`src/fhd_pkg.sv`:
```
// Shared definitions for the frame header deframer: header geometry, result codes,
// register indexes and the structs that travel between modules. No dependencies.
package fhd_pkg;

    localparam int HDR_LEN   = 28;
    localparam int HDR_POS_W = 5;
    localparam logic [HDR_POS_W-1:0] HDR_LAST_POS = HDR_POS_W'(HDR_LEN - 1);

    localparam int CFG_INDEX_W = 3;
    localparam int CFG_DATA_W  = 32;

    typedef enum logic [1:0] {
        KIND_HEADER  = 2'd0,
        KIND_PAYLOAD = 2'd1,
        KIND_ERROR   = 2'd2
    } out_kind_t;

    typedef enum logic [1:0] {
        ERR_BAD_MAGIC   = 2'd0,
        ERR_BAD_VERSION = 2'd1,
        ERR_BAD_LENGTH  = 2'd2
    } error_code_t;

    typedef enum logic [CFG_INDEX_W-1:0] {
        REG_MAGIC_WORD         = 3'd0,
        REG_PROTOCOL_VERSION   = 3'd1,
        REG_DATA_TYPE_CODE     = 3'd2,
        REG_MAX_DATA_LENGTH    = 3'd3,
        REG_MAX_CONTROL_LENGTH = 3'd4
    } cfg_index_t;

    localparam logic [31:0] MAGIC_WORD_RESET         = 32'h4D38_3957;
    localparam logic [15:0] PROTOCOL_VERSION_RESET   = 16'd1;
    localparam logic [15:0] DATA_TYPE_CODE_RESET     = 16'd0;
    localparam logic [31:0] MAX_DATA_LENGTH_RESET    = 32'd65536;
    localparam logic [31:0] MAX_CONTROL_LENGTH_RESET = 32'd4096;

    typedef struct packed {
        logic [31:0] magic_word;
        logic [15:0] protocol_version;
        logic [15:0] data_type_code;
        logic [31:0] max_data_length;
        logic [31:0] max_control_length;
    } fhd_cfg_t;

    typedef struct packed {
        logic [1:0]  out_kind;
        logic [1:0]  error_code;
        logic [15:0] frame_type;
        logic [31:0] frame_flags;
        logic [31:0] stream_number;
        logic [31:0] sequence_low;
        logic [31:0] sequence_high;
        logic [31:0] payload_length;
        logic [7:0]  data_byte;
        logic        last;
    } fhd_result_t;

endpackage

```
`src/fhd_parser.sv`:
```
// Byte parser: collects the header, runs the magic, version and length checks on
// the last header byte and counts payload bytes. Depends on fhd_pkg.
module fhd_parser (
    input  logic               clk,
    input  logic               rst_n,
    input  fhd_pkg::fhd_cfg_t  cfg,
    input  logic               accept,
    input  logic [7:0]         rx_byte,
    output logic               result_valid,
    output fhd_pkg::fhd_result_t result
);
    import fhd_pkg::*;

    logic [HDR_POS_W-1:0] hdr_pos_reg, hdr_pos_next;
    logic                 in_payload_reg, in_payload_next;
    logic [31:0]          remaining_reg, remaining_next;
    logic [7:0]           hdr_bytes_reg [HDR_LEN];
    logic [7:0]           hdr_view [HDR_LEN];

    logic                 payload_active;
    logic [HDR_POS_W-1:0] pos_eff;
    logic                 hdr_write;
    logic                 hdr_done;
    logic [31:0]          rem_dec;
    logic [31:0]          magic_rx;
    logic [15:0]          version_rx;
    logic [31:0]          length_limit;

    assign payload_active = in_payload_reg && (remaining_reg != 32'd0);
    assign pos_eff   = (hdr_pos_reg > HDR_LAST_POS) ? '0 : hdr_pos_reg;
    assign hdr_write = accept && !payload_active;
    assign hdr_done  = hdr_write && (pos_eff == HDR_LAST_POS);
    assign rem_dec   = remaining_reg - 32'd1;

    // The header as it stands after this byte is written.
    always_comb
    begin
        for (int i = 0; i < HDR_LEN; i++)
        begin
            hdr_view[i] = (hdr_write && (pos_eff == HDR_POS_W'(i))) ? rx_byte : hdr_bytes_reg[i];
        end
    end

    assign magic_rx   = {hdr_view[3], hdr_view[2], hdr_view[1], hdr_view[0]};
    assign version_rx = {hdr_view[5], hdr_view[4]};

    always_comb
    begin
        result.frame_type     = {hdr_view[7], hdr_view[6]};
        result.frame_flags    = {hdr_view[11], hdr_view[10], hdr_view[9], hdr_view[8]};
        result.stream_number  = {hdr_view[15], hdr_view[14], hdr_view[13], hdr_view[12]};
        result.sequence_low   = {hdr_view[19], hdr_view[18], hdr_view[17], hdr_view[16]};
        result.sequence_high  = {hdr_view[23], hdr_view[22], hdr_view[21], hdr_view[20]};
        result.payload_length = {hdr_view[27], hdr_view[26], hdr_view[25], hdr_view[24]};
        length_limit = (result.frame_type == cfg.data_type_code) ? cfg.max_data_length
                                                                 : cfg.max_control_length;

        result.out_kind   = KIND_HEADER;
        result.error_code = ERR_BAD_MAGIC;
        result.data_byte  = 8'd0;
        result.last       = 1'b0;
        result_valid      = 1'b0;

        hdr_pos_next    = hdr_pos_reg;
        in_payload_next = in_payload_reg;
        remaining_next  = remaining_reg;

        if (accept)
        begin
            if (payload_active)
            begin
                result_valid      = 1'b1;
                result.out_kind   = KIND_PAYLOAD;
                result.data_byte  = rx_byte;
                remaining_next    = rem_dec;
                if (rem_dec == 32'd0)
                begin
                    result.last     = 1'b1;
                    in_payload_next = 1'b0;
                    hdr_pos_next    = '0;
                end
            end
            else if (!hdr_done)
            begin
                in_payload_next = 1'b0;
                hdr_pos_next    = pos_eff + HDR_POS_W'(1);
            end
            else
            begin
                // Last header byte: checks run in order magic, version, length.
                result_valid    = 1'b1;
                in_payload_next = 1'b0;
                hdr_pos_next    = '0;
                if (magic_rx != cfg.magic_word)
                begin
                    result.out_kind   = KIND_ERROR;
                    result.error_code = ERR_BAD_MAGIC;
                end
                else if (version_rx != cfg.protocol_version)
                begin
                    result.out_kind   = KIND_ERROR;
                    result.error_code = ERR_BAD_VERSION;
                end
                else if (result.payload_length > length_limit)
                begin
                    result.out_kind   = KIND_ERROR;
                    result.error_code = ERR_BAD_LENGTH;
                end
                else if (result.payload_length == 32'd0)
                begin
                    result.last = 1'b1;
                end
                else
                begin
                    in_payload_next = 1'b1;
                    remaining_next  = result.payload_length;
                end
            end
        end
    end

    always_ff @(posedge clk or negedge rst_n)
    begin
        if (!rst_n)
        begin
            hdr_pos_reg    <= '0;
            in_payload_reg <= 1'b0;
            remaining_reg  <= 32'd0;
        end
        else
        begin
            hdr_pos_reg    <= hdr_pos_next;
            in_payload_reg <= in_payload_next;
            remaining_reg  <= remaining_next;
        end
    end

    // Every result is produced only after a full header has been written, so the
    // header bytes need no reset.
    always_ff @(posedge clk)
    begin
        for (int i = 0; i < HDR_LEN; i++)
        begin
            hdr_bytes_reg[i] <= hdr_view[i];
        end
    end

endmodule

```
`src/fhd_out_buf.sv`:
```
// Two-entry result buffer between the parser and the output channel, so the
// parser keeps taking bytes while one result waits. Depends on fhd_pkg.
module fhd_out_buf (
    input  logic                 clk,
    input  logic                 rst_n,
    input  logic                 push,
    input  fhd_pkg::fhd_result_t push_data,
    output logic                 full,
    output logic                 out_valid,
    input  logic                 out_stall,
    output fhd_pkg::fhd_result_t out_data
);
    import fhd_pkg::*;

    fhd_result_t slot_reg [2];
    logic        wr_ptr_reg, rd_ptr_reg;
    logic [1:0]  count_reg, count_next;
    logic        pop;

    assign full      = (count_reg == 2'd2);
    assign out_valid = (count_reg != 2'd0);
    assign out_data  = slot_reg[rd_ptr_reg];
    assign pop       = out_valid && !out_stall;

    always_comb
    begin
        count_next = count_reg;
        if (push && !pop)
        begin
            count_next = count_reg + 2'd1;
        end
        else if (pop && !push)
        begin
            count_next = count_reg - 2'd1;
        end
    end

    always_ff @(posedge clk or negedge rst_n)
    begin
        if (!rst_n)
        begin
            wr_ptr_reg <= 1'b0;
            rd_ptr_reg <= 1'b0;
            count_reg  <= 2'd0;
        end
        else
        begin
            count_reg <= count_next;
            if (push)
            begin
                wr_ptr_reg <= !wr_ptr_reg;
            end
            if (pop)
            begin
                rd_ptr_reg <= !rd_ptr_reg;
            end
        end
    end

    always_ff @(posedge clk)
    begin
        if (push)
        begin
            slot_reg[wr_ptr_reg] <= push_data;
        end
    end

endmodule

```
`src/frame_header_deframer.sv`:
```
// Top level of the frame header deframer: configuration registers, byte parser
// and output buffer. Depends on fhd_pkg, fhd_parser and fhd_out_buf.
//
//   Channel   Handshake                 Payload
//   input     in_valid / in_stall       rx_byte
//   output    out_valid / out_stall     out_kind .. last (one port per field)
//   config    cfg_write                 cfg_index, cfg_data
//
// One byte is accepted per cycle unless in_stall is high; its result, if any, is
// buffered and offered at out_valid after earlier results. Header checks and the
// payload count run in the cycle the byte is accepted. A two-entry buffer lets
// bytes flow on while output stalls; in_stall rises only when both are full.
// Reset clears the parser position, the payload count and the buffer, and loads
// the registers with their default values.
module frame_header_deframer (
    input  logic                           clk,
    input  logic                           rst_n,
    input  logic                           cfg_write,
    input  logic [fhd_pkg::CFG_INDEX_W-1:0] cfg_index,
    input  logic [fhd_pkg::CFG_DATA_W-1:0]  cfg_data,
    input  logic                           in_valid,
    output logic                           in_stall,
    input  logic [7:0]                     rx_byte,
    output logic                           out_valid,
    input  logic                           out_stall,
    output logic [1:0]                     out_kind,
    output logic [1:0]                     error_code,
    output logic [15:0]                    frame_type,
    output logic [31:0]                    frame_flags,
    output logic [31:0]                    stream_number,
    output logic [31:0]                    sequence_low,
    output logic [31:0]                    sequence_high,
    output logic [31:0]                    payload_length,
    output logic [7:0]                     data_byte,
    output logic                           last
);
    import fhd_pkg::*;

    fhd_cfg_t    cfg_reg;
    fhd_result_t parse_result;
    fhd_result_t head_result;
    logic        parse_valid;
    logic        buf_full;
    logic        accept;

    always_ff @(posedge clk or negedge rst_n)
    begin
        if (!rst_n)
        begin
            cfg_reg.magic_word         <= MAGIC_WORD_RESET;
            cfg_reg.protocol_version   <= PROTOCOL_VERSION_RESET;
            cfg_reg.data_type_code     <= DATA_TYPE_CODE_RESET;
            cfg_reg.max_data_length    <= MAX_DATA_LENGTH_RESET;
            cfg_reg.max_control_length <= MAX_CONTROL_LENGTH_RESET;
        end
        else if (cfg_write)
        begin
            case (cfg_index)
                REG_MAGIC_WORD:         cfg_reg.magic_word         <= cfg_data;
                REG_PROTOCOL_VERSION:   cfg_reg.protocol_version   <= cfg_data[15:0];
                REG_DATA_TYPE_CODE:     cfg_reg.data_type_code     <= cfg_data[15:0];
                REG_MAX_DATA_LENGTH:    cfg_reg.max_data_length    <= cfg_data;
                REG_MAX_CONTROL_LENGTH: cfg_reg.max_control_length <= cfg_data;
                default:                cfg_reg                    <= cfg_reg;
            endcase
        end
    end

    assign in_stall = buf_full;
    assign accept   = in_valid && !buf_full;

    fhd_parser u_parser (
        .clk          (clk),
        .rst_n        (rst_n),
        .cfg          (cfg_reg),
        .accept       (accept),
        .rx_byte      (rx_byte),
        .result_valid (parse_valid),
        .result       (parse_result)
    );

    fhd_out_buf u_out_buf (
        .clk       (clk),
        .rst_n     (rst_n),
        .push      (parse_valid),
        .push_data (parse_result),
        .full      (buf_full),
        .out_valid (out_valid),
        .out_stall (out_stall),
        .out_data  (head_result)
    );

    assign out_kind       = head_result.out_kind;
    assign error_code     = head_result.error_code;
    assign frame_type     = head_result.frame_type;
    assign frame_flags    = head_result.frame_flags;
    assign stream_number  = head_result.stream_number;
    assign sequence_low   = head_result.sequence_low;
    assign sequence_high  = head_result.sequence_high;
    assign payload_length = head_result.payload_length;
    assign data_byte      = head_result.data_byte;
    assign last           = head_result.last;

endmodule
```
`config.mk`:
```
export PLATFORM = sky130hd
export DESIGN_NAME = frame_header_deframer
export DESIGN_NICKNAME = d
export VERILOG_FILES = /design/src/fhd_pkg.sv /design/src/fhd_parser.sv /design/src/fhd_out_buf.sv /design/src/frame_header_deframer.sv
export SDC_FILE = /design/constraint.sdc
export NUM_CORES = 1
export LEC_CHECK = 0
export BUFFER_PORTS_ARGS = -buffer_cell sky130_fd_sc_hd__buf_2
export CAP_MARGIN = 10
export CORE_UTILIZATION = 28
export CTS_CLUSTER_DIAMETER = 40
export CTS_CLUSTER_SIZE = 16
export DETAILED_ROUTE_END_ITERATION = 6
export HOLD_SLACK_MARGIN = 0.06
export PLACE_DENSITY_LB_ADDON = 0.12
export SLEW_MARGIN = 5
export SYNTH_ARGS = -nofsm -noshare
export SYNTH_HDL_FRONTEND = slang
export SYNTH_SLANG_ARGS = --single-unit
```
`constraint.sdc`:
```
create_clock -name clk -period 16.3 [get_ports clk]
set_input_delay 3.26 -clock clk [delete_from_list [all_inputs] [get_ports clk]]
set_output_delay 3.26 -clock clk [all_outputs]
set_load 0.005 [all_outputs]
```
==> results by group <==
Global route
  • Largest net degree at the start of global routing: 148
  • GR Overflow Total: 0
  • First-pass GRT wire length: 144000 um
  • GRT Max-Usage Layer: met2
  • Met2 Track Usage GR: 0.266
  • GR Util All Layers: 0.168
  • Vias in the first global route: 21.3k
  • GR Util met3: 0.0355
  • Initial antenna violation count: 11
  • Met1 usage: 0.228

Floorplanning
  • Die X: 340 um
  • Die ar.: 115000 sq um
  • Initial core utilization: 0.283
  • Rows: 123
  • Core Box Area: 113000 sq um
  • Die height: 340 um
  • Total I/O pin count: 239

STA
  • Clock Skew: ~33 ps
  • Setup violators final: 0
  • Fin crit share: 0.557
  • Final hold violations: 0
  • Setup TNS: 0 ps
  • Final Max Slew Viols: 0
  • Fin crit period: 9080 ps
  • Max Freq: 110 MHz
  • Worst slew margin: 0.210
  • Tightest Pin Transition: ~1200 ps
  • RSZ-0062 raised after global routing: false

Clock tree
  • Hold buffers post-CTS: 0
  • CTS tree: done
  • Buffers from clock root to sink, at most: 3
  • Clock Latency Late Sink: 750 ps
  • Num Clock Sinks: around 770
  • Setup Buffers After CTS: 0
  • CTS clk-pin slew, worst paths: 50 ps
  • CTS Buf Count: 137
  • Clk root buf: clkbuf_16
  • H-tree depth: 4
  • Post_cts resized: 0

Layout
  • Reg area: 20100 sq um
  • Max reg flops: 378
  • Footprint of the multi-input gates: between 10000 and 15000 sq um
  • Synth-to-Final Area Change: 24.5%
  • Final #Nets: 2822
  • Post-route cell area: just under 40000 sq um
  • Fillers: 11.0k
  • Layout cells sized above 1: 0.340

Min path
  • Hold Path Depth: 2
  • Hold endpoint: u_parser.hdr_bytes_reg[0][5]$_DFF_P_
  • Hold path start: u_parser.hdr_bytes_reg[0][5]$_DFF_P_
  • Worst Hold Class: register to register

Routing
  • Drt wl/cell: ~22 um
  • First-pass DRT Iterations: 6
  • Final WL: 97800 um
  • Post-DR vias/cell: 4.76
  • Remaining routing DRC violations: 0
  • Antenna Nets Post-Route: 0
  • Vias: approximately 21k
  • Initial DRC count: 1204

Pwr
  • VDD IR max: 0.000107 V
  • P_leak: between 15 and 20 nW
  • Total power: 0.00669 W
  • Pwr dens: 168 nW/um^2

Synth
  • Ys async rst share: 0.220
  • Syn nets: 2526
  • Main synth FF type: edfxtp_1
  • Syn_area_per_cell: 13.1 sq um
  • Synth warnings: 0
  • Seq/Total Area, Yosys: 0.630
  • Cells after synthesis: 2438
  • #FFs+latches synth: around 770
  • Count of cell types in the netlist: 90
  • Cell area after synthesis: 31900 sq um
  • EDFF count, synth: about 380

Worst setup path
  • Crit path launch type: primary input
  • Required @ worst endpoint: 16900 ps
  • Worst R2R End: u_parser.remaining_reg[1]$_DFFE_PN0P_
  • Worst-case reg-to-reg path depth: 23
  • CP dominant cell by count: nand4_1
  • Max stage delay on crit path: 640 ps
  • Critical path's slowest cell: nand4_1
  • Max Fanout on Critical Path: 32
  • Worst r2r src: u_parser.remaining_reg[4]$_DFFE_PN0P_
  • Worst path cell trace: buf_2, inv_2, buf_4, a221oi_1, nor4b_1, a21oi_1, a211oi_1, nand4_1, nor3_4, buf_4, mux2i_1, ha_1, nand4_1, nor4_1, and4_1, and4_1, a31o_2, o2111ai_1, nor4_4, nand4_1, o31a_1, a2bb2oi_1
  • Critical path arrival: approximately 9700 ps
  • WS Path Type: primary input to register
  • Crit path capture type: register
  • Flop2flop setup slack: 7980 ps

Placed design
  • Post-DP HPWL: 64600 um
  • Global placer's final weighted congestion: roughly 0.83
  • Port-buffer cells: 238
  • Dpl cell area: 34900 sq um

Outcome
  • Outcome: finished, final reports clean

Run
  • Max Cap Violations: 0
==> worst max-delay path by stage <==
stage	from	to	depth (start not counted)
6_report	rx_byte[5]	u_parser.remaining_reg[1]$_DFFE_PN0P_	22
5_1_grt	in_valid	u_parser.remaining_reg[14]$_DFFE_PN0P_	21
4_1_cts	rx_byte[5]	u_parser.remaining_reg[1]$_DFFE_PN0P_	22
3_5_place_dp	rx_byte[5]	u_parser.remaining_reg[1]$_DFFE_PN0P_	22
3_3_place_gp	rx_byte[5]	u_parser.remaining_reg[1]$_DFFE_PN0P_	22
2_1_floorplan	in_valid	u_out_buf.slot_reg[0][0]$_DFFE_PP_	7
==> report_power, final <==
part           leakage (nW)  switching, W  internal (W)
registers              7.47      0.000156       0.00238
clock network          2.35       0.00109       0.00185
logic                  5.58      0.000664      0.000546
==> cells by family (layout without fill, tap and decap cells) <==
| family | Yosys count | count (layout) | synth area share |
|---|---|---|---|
| AO/OA/AOI/OAI | 392 | 392 | 0.0758 |
| XOR/XNOR | 71 | 71 | 0.0195 |
| adder cells (fa/ha/maj) | 40 | 40 | 0.0157 |
| buffers and inverters | 209 | 622 | 0.0277 |
| flip-flops | 772 | 772 | 0.630 |
| multiplexers | 417 | 417 | 0.145 |
| other | 0 | 2 | 0 |
| AND/OR/NAND/NOR | 537 | 537 | 0.0855 |
==> cell usage in the layout (no fill, tap or decap), types with 51 or more instances in the layout <==
master / n
nand2_1: 235
buf_4: 51
dfxtp_1: 224
dfrtp_1: 150
inv_1: 67
mux2_2: 371
nor2_1: 61
o21ai_0: 191
clkbuf_16: 140
edfxtp_1: 378
buf_2: 238
==> synth_stat cells, drive strengths merged (6+ instances only) <==
master	instances	share of area
o31ai	13	0.0035
nand2	235	0.028
clkbuf	110	0.013
dfxtp	224	0.14
mux2	374	0.13
mux2i	43	0.013
or4	12	0.0032
dfstp	19	0.016
inv	69	0.0081
nor4	27	0.0071
or3	9	0.0018
edfxtp	378	0.36
and3	23	0.0045
dfrtp	151	0.12
nor2	64	0.0081
or2	6	0.0012
o22ai	15	0.0029
nor3	44	0.0073
a21oi	36	0.0056
nand4	24	0.0051
xor2	38	0.010
and4	6	0.0016
a22oi	12	0.0028
o211ai	13	0.0031
a211o	6	0.0016
ha	40	0.016
xnor2	33	0.0091
o21ai	210	0.033
nor2b	11	0.0022
a211oi	12	0.0028
nand2b	11	0.0022
nand3	41	0.0071
buf	25	0.0060
o221ai	9	0.0025
a31oi	9	0.0018
==> critical path: cells and delay by family <==
family                   cells  cell delay (ps)
AO/OA/AOI/OAI                7             1590
multiplexers                 1              170
buffers and inverters        4             1440
AND/OR/NAND/NOR              9             2780
adder cells (fa/ha/maj)      1              320
==> metal layers <==
layer,up-vias,wire [um]
met5,-,12
met4,2,2320
met3,155,5390
met2,604,45100
met1,10318,44900
li1,9636,-
==> stage by stage <==
step / util / hold slack [ps] / std cells / setup WS (ps)
CTS: 0.352 / 454 / 4350 / 7130
finish: 0.352 / 458 / 4353 / 7220
floorplan: - / 425 / 2438 / 2560
global placement: 0.309 / 434 / 4094 / 6390
global route: 0.352 / 479 / 4351 / 6750
detailed placement: 0.309 / 445 / 4094 / 6360
==> cell type report <==
type | instances | area share
antenna | 2 | 0.000126
clock buffer | 163 | 0.0936
clock inverter | 93 | 0.0287
inverter | 74 | 0.00699
multi-input combinational | 1457 | 0.276
sequential | 772 | 0.506
tap | 1500 | 0.0472
timing repair buffer | 292 | 0.0409
Power figures use the tool's default switching activity.
